### config.mk
export PLATFORM = sky130hd
export DESIGN_NAME = sha256_byte_stream_hasher
export DESIGN_NICKNAME = d
export VERILOG_FILES = /design/src/sv/sbsh_pkg.sv /design/src/sv/sbsh_front.sv /design/src/sv/sbsh_back.sv /design/src/sv/sha256_byte_stream_hasher.sv
export SDC_FILE = /design/constraint.sdc
export NUM_CORES = 2
export LEC_CHECK = 0
export BUFFER_PORTS_ARGS = -buffer_cell sky130_fd_sc_hd__buf_4
export CORE_ASPECT_RATIO = 2
export CORE_MARGIN = 10
export CORE_UTILIZATION = 60
export CTS_BUF_LIST = sky130_fd_sc_hd__clkbuf_4
export DETAILED_ROUTE_END_ITERATION = 10
export PLACE_DENSITY = 0.79
export SETUP_SLACK_MARGIN = 0.5
export SLEW_MARGIN = 5
export SYNTH_ARGS = -nofsm -noshare
export SYNTH_HDL_FRONTEND = slang
export SYNTH_HIERARCHICAL = 1
export SYNTH_SLANG_ARGS = --single-unit
### constraint.sdc
create_clock -name i_clk -period 12.5 [get_ports i_clk]
set_input_delay 1.25 -clock i_clk [delete_from_list [all_inputs] [get_ports i_clk]]
set_output_delay 1.25 -clock i_clk [all_outputs]
set_load 0.005 [all_outputs]
### src/sv/sbsh_pkg.sv
// Package with SHA-256 constants, types and rotate and message-schedule functions shared by the hasher modules.
`timescale 1ns / 1ps
package sbsh_pkg;

    localparam int unsigned BLOCK_BYTES = 64;
    localparam int unsigned ROUNDS      = 64;
    localparam int unsigned COUNT_W     = 61;
    localparam int unsigned QUEUE_DEPTH = 4;
    localparam logic [7:0]  PAD_BYTE    = 8'h80;
    localparam logic [6:0]  LEN_START   = 7'd56;

    // Byte-path operation that the front end hands to the back end.
    typedef enum logic [1:0] {
        OP_DATA   = 2'd0,
        OP_FINISH = 2'd1,
        OP_BOTH   = 2'd2
    } t_op;

    typedef struct packed {
        t_op        op;
        logic [7:0] data;
    } t_cmd;

    localparam logic [31:0] INIT_HASH [8] = '{
        32'h6a09e667, 32'hbb67ae85, 32'h3c6ef372, 32'ha54ff53a,
        32'h510e527f, 32'h9b05688c, 32'h1f83d9ab, 32'h5be0cd19};

    localparam logic [31:0] ROUND_K [64] = '{
        32'h428a2f98, 32'h71374491, 32'hb5c0fbcf, 32'he9b5dba5, 32'h3956c25b, 32'h59f111f1,
        32'h923f82a4, 32'hab1c5ed5, 32'hd807aa98, 32'h12835b01, 32'h243185be, 32'h550c7dc3,
        32'h72be5d74, 32'h80deb1fe, 32'h9bdc06a7, 32'hc19bf174, 32'he49b69c1, 32'hefbe4786,
        32'h0fc19dc6, 32'h240ca1cc, 32'h2de92c6f, 32'h4a7484aa, 32'h5cb0a9dc, 32'h76f988da,
        32'h983e5152, 32'ha831c66d, 32'hb00327c8, 32'hbf597fc7, 32'hc6e00bf3, 32'hd5a79147,
        32'h06ca6351, 32'h14292967, 32'h27b70a85, 32'h2e1b2138, 32'h4d2c6dfc, 32'h53380d13,
        32'h650a7354, 32'h766a0abb, 32'h81c2c92e, 32'h92722c85, 32'ha2bfe8a1, 32'ha81a664b,
        32'hc24b8b70, 32'hc76c51a3, 32'hd192e819, 32'hd6990624, 32'hf40e3585, 32'h106aa070,
        32'h19a4c116, 32'h1e376c08, 32'h2748774c, 32'h34b0bcb5, 32'h391c0cb3, 32'h4ed8aa4a,
        32'h5b9cca4f, 32'h682e6ff3, 32'h748f82ee, 32'h78a5636f, 32'h84c87814, 32'h8cc70208,
        32'h90befffa, 32'ha4506ceb, 32'hbef9a3f7, 32'hc67178f2};

    function automatic logic [31:0] rotr(input logic [31:0] x, input int unsigned n);
        rotr = (x >> n) | (x << (32 - n));
    endfunction

    function automatic logic [31:0] sig0(input logic [31:0] x);
        sig0 = rotr(x, 7) ^ rotr(x, 18) ^ (x >> 3);
    endfunction

    function automatic logic [31:0] sig1(input logic [31:0] x);
        sig1 = rotr(x, 17) ^ rotr(x, 19) ^ (x >> 10);
    endfunction

endpackage

### src/sv/sbsh_front.sv
// Front end: accepts input items, classifies them and queues byte commands.
`timescale 1ns / 1ps
module sbsh_front (
    input  logic           i_clk,
    input  logic           i_rst_n,
    input  logic           i_valid,
    output logic           o_ready,
    input  logic [7:0]     i_data_byte,
    input  logic           i_has_byte,
    input  logic           i_eom,
    output logic           o_cmd_valid,
    input  logic           i_cmd_ready,
    output sbsh_pkg::t_cmd o_cmd
);
    import sbsh_pkg::*;

    localparam int unsigned PW = $clog2(QUEUE_DEPTH);

    t_cmd            r_q [QUEUE_DEPTH];
    logic [PW-1:0]   r_wp, r_rp;
    logic [PW:0]     r_cnt;
    logic            push, pop;
    t_cmd            cmd_in;

    // Items with neither a byte nor an end mark are dropped here.
    always_comb begin
        cmd_in.data = i_data_byte;
        if (i_has_byte && i_eom) begin
            cmd_in.op = OP_BOTH;
        end else if (i_eom) begin
            cmd_in.op = OP_FINISH;
        end else begin
            cmd_in.op = OP_DATA;
        end
    end

    assign o_ready     = (r_cnt != QUEUE_DEPTH[PW:0]);
    assign push        = i_valid && o_ready && (i_has_byte || i_eom);
    assign o_cmd_valid = (r_cnt != '0);
    assign pop         = o_cmd_valid && i_cmd_ready;
    assign o_cmd       = r_q[r_rp];

    // Queue storage.
    always_ff @(posedge i_clk) begin
        if (push) begin
            r_q[r_wp] <= cmd_in;
        end
    end

    // Queue pointers.
    always_ff @(posedge i_clk) begin
        if (!i_rst_n) begin
            r_wp  <= '0;
            r_rp  <= '0;
            r_cnt <= '0;
        end else begin
            if (push) r_wp <= r_wp + 1'b1;
            if (pop)  r_rp <= r_rp + 1'b1;
            if (push && !pop) begin
                r_cnt <= r_cnt + 1'b1;
            end else if (pop && !push) begin
                r_cnt <= r_cnt - 1'b1;
            end
        end
    end
endmodule

### src/sv/sbsh_back.sv
// Back end: block buffering, padding, 64-round compression and digest output.
`timescale 1ns / 1ps
module sbsh_back (
    input  logic           i_clk,
    input  logic           i_rst_n,
    input  logic           i_cmd_valid,
    output logic           o_cmd_ready,
    input  sbsh_pkg::t_cmd i_cmd,
    output logic           o_valid,
    input  logic           i_ready,
    output logic [31:0]    o_digest_word,
    output logic [2:0]     o_word_index,
    output logic           o_last_word
);
    import sbsh_pkg::*;

    typedef enum logic [4:0] {
        S_IDLE = 5'b00001,
        S_PAD  = 5'b00010,
        S_LOAD = 5'b00100,
        S_RUN  = 5'b01000,
        S_OUT  = 5'b10000
    } t_state;

    t_state               r_state, n_state;
    logic [31:0]          r_h [8];
    logic [31:0]          r_v [8];
    logic [31:0]          r_w [16];
    logic [31:0]          r_buf [BLOCK_BYTES / 4];
    logic [5:0]           r_fill;
    logic [COUNT_W-1:0]   r_count;
    logic [5:0]           r_round;
    logic [3:0]           r_load;
    logic                 r_fin;
    logic [6:0]           r_pad;
    logic [63:0]          r_bits;
    logic [2:0]           r_oidx;
    logic [7:0]           pad_byte;
    logic [31:0]          w_new, t1, t2;

    assign o_cmd_ready   = (r_state == S_IDLE);
    assign o_valid       = (r_state == S_OUT);
    assign o_digest_word = r_h[r_oidx];
    assign o_word_index  = r_oidx;
    assign o_last_word   = (r_oidx == 3'd7);

    // Padding byte sequence: 0x80, zeros, then the big-endian bit length.
    always_comb begin
        if (r_pad == 7'd0) begin
            pad_byte = PAD_BYTE;
        end else if (r_pad[6] && ({1'b0, r_fill} >= LEN_START)) begin
            pad_byte = r_bits[{~r_fill[2:0], 3'b000} +: 8];
        end else begin
            pad_byte = 8'h00;
        end
    end

    assign w_new   = sig1(r_w[14]) + r_w[9] + sig0(r_w[1]) + r_w[0];
    assign t1 = r_v[7] + (rotr(r_v[4], 6) ^ rotr(r_v[4], 11) ^ rotr(r_v[4], 25))
              + ((r_v[4] & r_v[5]) ^ (~r_v[4] & r_v[6])) + ROUND_K[r_round] + r_w[0];
    assign t2 = (rotr(r_v[0], 2) ^ rotr(r_v[0], 13) ^ rotr(r_v[0], 22))
              + ((r_v[0] & r_v[1]) ^ (r_v[0] & r_v[2]) ^ (r_v[1] & r_v[2]));

    // Next state.
    always_comb begin
        n_state = r_state;
        case (r_state)
            S_IDLE: if (i_cmd_valid) begin
                if (i_cmd.op == OP_FINISH) begin
                    n_state = S_PAD;
                end else if (r_fill == 6'd63) begin
                    n_state = S_LOAD;
                end else if (i_cmd.op == OP_BOTH) begin
                    n_state = S_PAD;
                end
            end
            S_PAD:  if (r_fill == 6'd63) n_state = S_LOAD;
            S_LOAD: if (r_load == 4'd15) n_state = S_RUN;
            S_RUN:  if (r_round == 6'd63) begin
                n_state = !r_fin ? S_IDLE : ((r_pad[6] && r_fill == 6'd0) ? S_OUT : S_PAD);
            end
            S_OUT:  if (i_ready && r_oidx == 3'd7) n_state = S_IDLE;
            default: n_state = S_IDLE;
        endcase
    end

    // Block buffer memory: four bytes per word, the first byte in the high lane.
    always_ff @(posedge i_clk) begin
        if (r_state == S_IDLE && i_cmd_valid && i_cmd.op != OP_FINISH) begin
            r_buf[r_fill[5:2]][{~r_fill[1:0], 3'b000} +: 8] <= i_cmd.data;
        end else if (r_state == S_PAD) begin
            r_buf[r_fill[5:2]][{~r_fill[1:0], 3'b000} +: 8] <= pad_byte;
        end
    end

    // Datapath and control registers.
    always_ff @(posedge i_clk) begin
        if (!i_rst_n) begin
            r_state <= S_IDLE;
            r_fill  <= '0;
            r_count <= '0;
            r_fin   <= 1'b0;
            r_pad   <= '0;
            r_load  <= '0;
            r_round <= '0;
            r_oidx  <= '0;
            for (int i = 0; i < 8; i++) r_h[i] <= INIT_HASH[i];
        end else begin
            r_state <= n_state;
            case (r_state)
                S_IDLE: if (i_cmd_valid) begin
                    if (i_cmd.op != OP_FINISH) begin
                        r_fill <= r_fill + 1'b1;
                        if (r_count != {COUNT_W{1'b1}}) r_count <= r_count + 1'b1;
                        r_bits <= {(r_count != {COUNT_W{1'b1}}) ?
                                   r_count + 1'b1 : r_count, 3'b000};
                    end else begin
                        r_bits <= {r_count, 3'b000};
                    end
                    r_fin <= (i_cmd.op != OP_DATA);
                    r_pad <= '0;
                end
                S_PAD: begin
                    r_fill <= r_fill + 1'b1;
                    if (r_pad == 7'd0) begin
                        r_pad <= 7'd1;
                    end else if (r_fill == 6'd55 && (r_pad[6] || r_pad != 7'd0)) begin
                        r_pad <= (r_pad | 7'b1000000);
                    end
                    if (r_fill == 6'd55 && r_pad == 7'd0) r_pad <= 7'b1000001;
                end
                S_LOAD: begin
                    r_w[r_load] <= r_buf[r_load];
                    r_load <= r_load + 1'b1;
                    for (int i = 0; i < 8; i++) r_v[i] <= r_h[i];
                    r_round <= '0;
                end
                S_RUN: begin
                    for (int i = 0; i < 15; i++) r_w[i] <= r_w[i + 1];
                    r_w[15] <= w_new;
                    r_v[7] <= r_v[6]; r_v[6] <= r_v[5]; r_v[5] <= r_v[4];
                    r_v[4] <= r_v[3] + t1;
                    r_v[3] <= r_v[2]; r_v[2] <= r_v[1]; r_v[1] <= r_v[0];
                    r_v[0] <= t1 + t2;
                    r_round <= r_round + 1'b1;
                    if (r_round == 6'd63) begin
                        r_h[0] <= r_h[0] + t1 + t2;
                        r_h[1] <= r_h[1] + r_v[0];
                        r_h[2] <= r_h[2] + r_v[1];
                        r_h[3] <= r_h[3] + r_v[2];
                        r_h[4] <= r_h[4] + r_v[3] + t1;
                        r_h[5] <= r_h[5] + r_v[4];
                        r_h[6] <= r_h[6] + r_v[5];
                        r_h[7] <= r_h[7] + r_v[6];
                        r_oidx <= '0;
                    end
                end
                S_OUT: if (i_ready) begin
                    r_oidx <= r_oidx + 1'b1;
                    if (r_oidx == 3'd7) begin
                        for (int i = 0; i < 8; i++) r_h[i] <= INIT_HASH[i];
                        r_count <= '0;
                        r_fill  <= '0;
                        r_fin   <= 1'b0;
                    end
                end
                default: ;
            endcase
        end
    end
endmodule

### src/sv/sha256_byte_stream_hasher.sv
// Top level of the SHA-256 byte-stream hasher.
//
//  Channel  Dir  tdata                 tuser                 tlast
//  s_axis   in   [7:0] data_byte       [0] has_byte          end_of_message
//  m_axis   out  [31:0] digest_word    [2:0] word_index      last_word
//
// A byte is normally just stored; the byte that fills a block adds the load of
// the block and the rounds of the single shared round unit. An end mark writes
// the padding one byte per cycle up to the end of the block and compresses; if
// the length does not fit, a second padding block and compression follow. Eight
// words then leave, one per accepted cycle. A four-entry command
// queue parts input from the compression engine and stalls the input when full.
// Reset is synchronous, active low, and restores the initial hash values.
`timescale 1ns / 1ps
module sha256_byte_stream_hasher (
    input  logic        i_clk,
    input  logic        i_rst_n,
    input  logic        s_axis_tvalid,
    output logic        s_axis_tready,
    input  logic [7:0]  s_axis_tdata,   // [7:0] data_byte
    input  logic [0:0]  s_axis_tuser,   // [0] has_byte
    input  logic        s_axis_tlast,
    output logic        m_axis_tvalid,
    input  logic        m_axis_tready,
    output logic [31:0] m_axis_tdata,   // [31:0] digest_word
    output logic [2:0]  m_axis_tuser,   // [2:0] word_index
    output logic        m_axis_tlast
);
    import sbsh_pkg::*;

    logic cmd_valid, cmd_ready;
    t_cmd cmd;

    sbsh_front u_front (
        .i_clk(i_clk), .i_rst_n(i_rst_n),
        .i_valid(s_axis_tvalid), .o_ready(s_axis_tready),
        .i_data_byte(s_axis_tdata), .i_has_byte(s_axis_tuser[0]), .i_eom(s_axis_tlast),
        .o_cmd_valid(cmd_valid), .i_cmd_ready(cmd_ready), .o_cmd(cmd)
    );

    sbsh_back u_back (
        .i_clk(i_clk), .i_rst_n(i_rst_n),
        .i_cmd_valid(cmd_valid), .o_cmd_ready(cmd_ready), .i_cmd(cmd),
        .o_valid(m_axis_tvalid), .i_ready(m_axis_tready),
        .o_digest_word(m_axis_tdata), .o_word_index(m_axis_tuser),
        .o_last_word(m_axis_tlast)
    );

    // The last flag rides only on word seven.
    assert property (@(posedge i_clk) disable iff (!i_rst_n)
        m_axis_tvalid |-> (m_axis_tlast == (m_axis_tuser == 3'd7)))
        else $error("last flag out of place");

    // Word index advances after each accepted word.
    assert property (@(posedge i_clk) disable iff (!i_rst_n)
        (m_axis_tvalid && m_axis_tready && !m_axis_tlast) |=>
        (m_axis_tuser == $past(m_axis_tuser) + 3'd1))
        else $error("word index skipped");
endmodule

==> impl_metrics.tcl <==
set metrics [dict create \
    die-area_um2 186900 \
    crit_arrival_ns 12.32 \
    final_nets 9792 \
    synth_area_um2 101400 \
    setup_viol 0 \
    pre_cts_slack_ns 1.805 \
    clkSlewWorstSetupHoldPaths_ns 0.08 \
    drive_gt1_frac 0.1365 \
    drc_errors 0 \
    relSlewSlack 0.04705 \
    drtPass1Iterations 11 \
    p_per_area_nw_per_um2 135.9 \
    p_leak_nw 43.61 \
    fillers 12830 \
    post_cts_buffers 0 \
    fp.dieH_um 601.4 \
    end_kind "register" \
    antenna_found_initial 15 \
    grt_pass1_vias 78660 \
    postCtsHoldBufs 0 \
    h-tree-depth 5 \
    total_power_mw 14.90 \
    die_w_um 310.7 \
    regArea_um2 49990 \
    run_status "completed" \
    tritoncts "yes" \
    synthCells 8985 \
    area_growth_pct 8.096 \
    grt_usage 0.3687 \
    cts_resized 0 \
    critPathRequiredTime_ns 13.63 \
    grt_max_degree 228 \
    gr-total-overflow 0 \
    drv_cap 0 \
    slew_violations 0 \
    fmax_ghz 0.08937 \
    synth_area_leaders "edfxtp_1, mux4_2, ha_1" \
    clockRootBuffer "clkbuf_4" \
    yosys_warnings 6 \
    ant_nets 0 \
    fin_worst_skew_ns 0.1391 \
    hold_viol 0 \
    hpwl_um 256600 \
    io_buffers 51 \
    start_kind "register" \
    critPathSlowestCell "dfxtp_1" \
    syn_nets 9664 \
    cts-buffers-inserted 394 \
    vdd_ir_drop_max_mv 0.1987 \
    path_buf_inv 9 \
    rows 213 \
    synth.distinct_cells 98 \
    insertion_delay_ns 1.29 \
    path_class "register to register" \
    fp.coreArea_um2 168200 \
    synth_area_per_cell_um2 11.29 \
    wl_um 352700 \
    worstPathMaxFanout 17 \
    cts.sinks 1741 \
    setup_ws_ns 1.310 \
    synth_top_area_share 0.4469 \
    grt_pass1_wl_um 506100 \
    setup-tns-final_ns 0 \
    synth.yosys.seq_area_share 0.4927 \
    cpPeakStageDelay_ns 0.84 \
    yosysTopAreaCell "edfxtp_1" \
    hold_path.class "primary input to register" \
    critPathTopFamily "compound AO/OA/AOI/OAI gates" \
    initial_core_util 0.6030 \
    ys.flop_type "edfxtp_1" \
    async_flop_share 0 \
    rsz0062_at_grt "false" \
    clockBufferDepth 4 \
    io_pins 52 \
    multi_input_area_um2 48170 \
    holdWs_ns 0.1533 \
    synth_edf_count 1509 \
    vias 75820 \
    finalCritPeriodShare 0.8952 \
    ys_ff_latch 1741 \
    avgRoutedWirePerCell_um 30.18 \
    fin_crit_ns 11.19 \
    timing_worst_slew_pin_value_ns 1.419 \
    drt_iter0_drc 6927 \
    vias_per_cell 6.487 \
    rrSetupSlack_ns 1.31 \
    gp_congestion 1.033 \
]
[cell usage in the layout, fill, tap and decap left out, drive strengths merged, types with 232 or more instances in the layout]
| cell | instances |
|---|---|
| xnor2 | 446 |
| a21oi | 544 |
| nor2 | 512 |
| nand2 | 1160 |
| mux4 | 250 |
| dfxtp | 232 |
| inv | 459 |
| clkbuf | 563 |
| a21o | 683 |
| buf | 238 |
| ha | 437 |
| edfxtp | 1509 |
| o21ai | 384 |
[metrics by stage]
step,utilization,std cells,instance area (um^2)
final,0.6518,11690,109600
after global routing,0.6518,11680,109600
after CTS,0.6515,11680,109600
after detailed placement,0.6213,10970,104500
after global placement,0.6213,10970,104500
after floorplan,-,8985,101400
[synthesized netlist by cell type (67+ instances only)]
cell and n:
nor3_1 132, inv_1 450, nor2_1 511, o21ai_0 381
xnor2_1 443, nand2_1 1160, dfxtp_1 232, mux4_2 250
o21a_1 77, nor2b_1 72, and2_1 67, nand3_1 149
xor2_1 194, fa_1 228, edfxtp_1 1509, ha_1 437
a21oi_1 543, clkbuf_1 419, a21o_1 683
[power breakdown]
part | switching (mW) | internal (mW)
Clock | 2.39 | 2.27
Combinational | 2.19 | 1.22
Sequential | 0.129 | 6.70
[flip-flops by register name, indices dropped and copies added (netlist names), named ones only]
register	cells
u_back/r_buf	512
u_back/r_fin	1
u_back/r_fill	6
u_front/r_rp	2
u_back/r_w	512
u_back/r_v	256
u_back/r_h	256
u_back/r_pad	2
u_back/o_word_index	3
u_back/r_state	5
u_front/r_wp	2
u_back/r_bits	61
u_back/r_count	61
u_front/r_q	40
u_back/r_round	6
u_back/r_load	4
u_front/r_cnt	3
[worst paths after layout]
check / cells past startpoint / end / startpoint
setup / recovery: 38 / u_back/r_h[4][31]$_SDFFE_PP0P_ / u_back/r_round[1]$_SDFFE_PN0P_
hold / removal: 1 / u_front/r_q[0][6]$_DFFE_PP_ / s_axis_tdata[6]
setup reg to reg: 38 / u_back/r_h[4][31]$_SDFFE_PP0P_ / u_back/r_round[1]$_SDFFE_PN0P_
hold reg to reg: 1 / u_back/r_w[5][10]$_DFFE_PP_ / u_back/r_w[6][10]$_DFFE_PP_
[cells by family (layout without fill, tap and decap cells)]
| group | after synthesis | count (layout) | synth area share |
|---|---|---|---|
| other cells | 0 | 9 | 0 |
| mux | 349 | 349 | 0.06602 |
| xor+xnor | 643 | 643 | 0.05618 |
| flops | 1741 | 1741 | 0.4927 |
| buf+inv | 960 | 1397 | 0.03591 |
| fa+ha+maj | 696 | 696 | 0.1020 |
| compound gates | 2196 | 2196 | 0.1426 |
| simple gates | 2400 | 2400 | 0.1046 |
[cell type report]
type | count | area share
antenna | 9 | 0.0002055
clock buffer | 563 | 0.03856
clock inverter | 142 | 0.007773
inverter | 454 | 0.01559
multi-input combinational | 6284 | 0.4395
sequential | 1741 | 0.4560
tap | 2257 | 0.02576
timing repair buffer | 238 | 0.01664
[per-layer routing]
metal | track usage | part of all wire | wire length [um] | vias to the layer above
li1 | - | - | - | 33140
met1 | 0.3365 | 0.29 | 103500 | 37210
met2 | 0.6560 | 0.51 | 180700 | 3958
met3 | 0.07128 | 0.068 | 23990 | 1499
met4 | 0.3858 | 0.13 | 44400 | 12
met5 | 0 | 0.00022 | 78 | -
(Power assumes the default switching activity.)
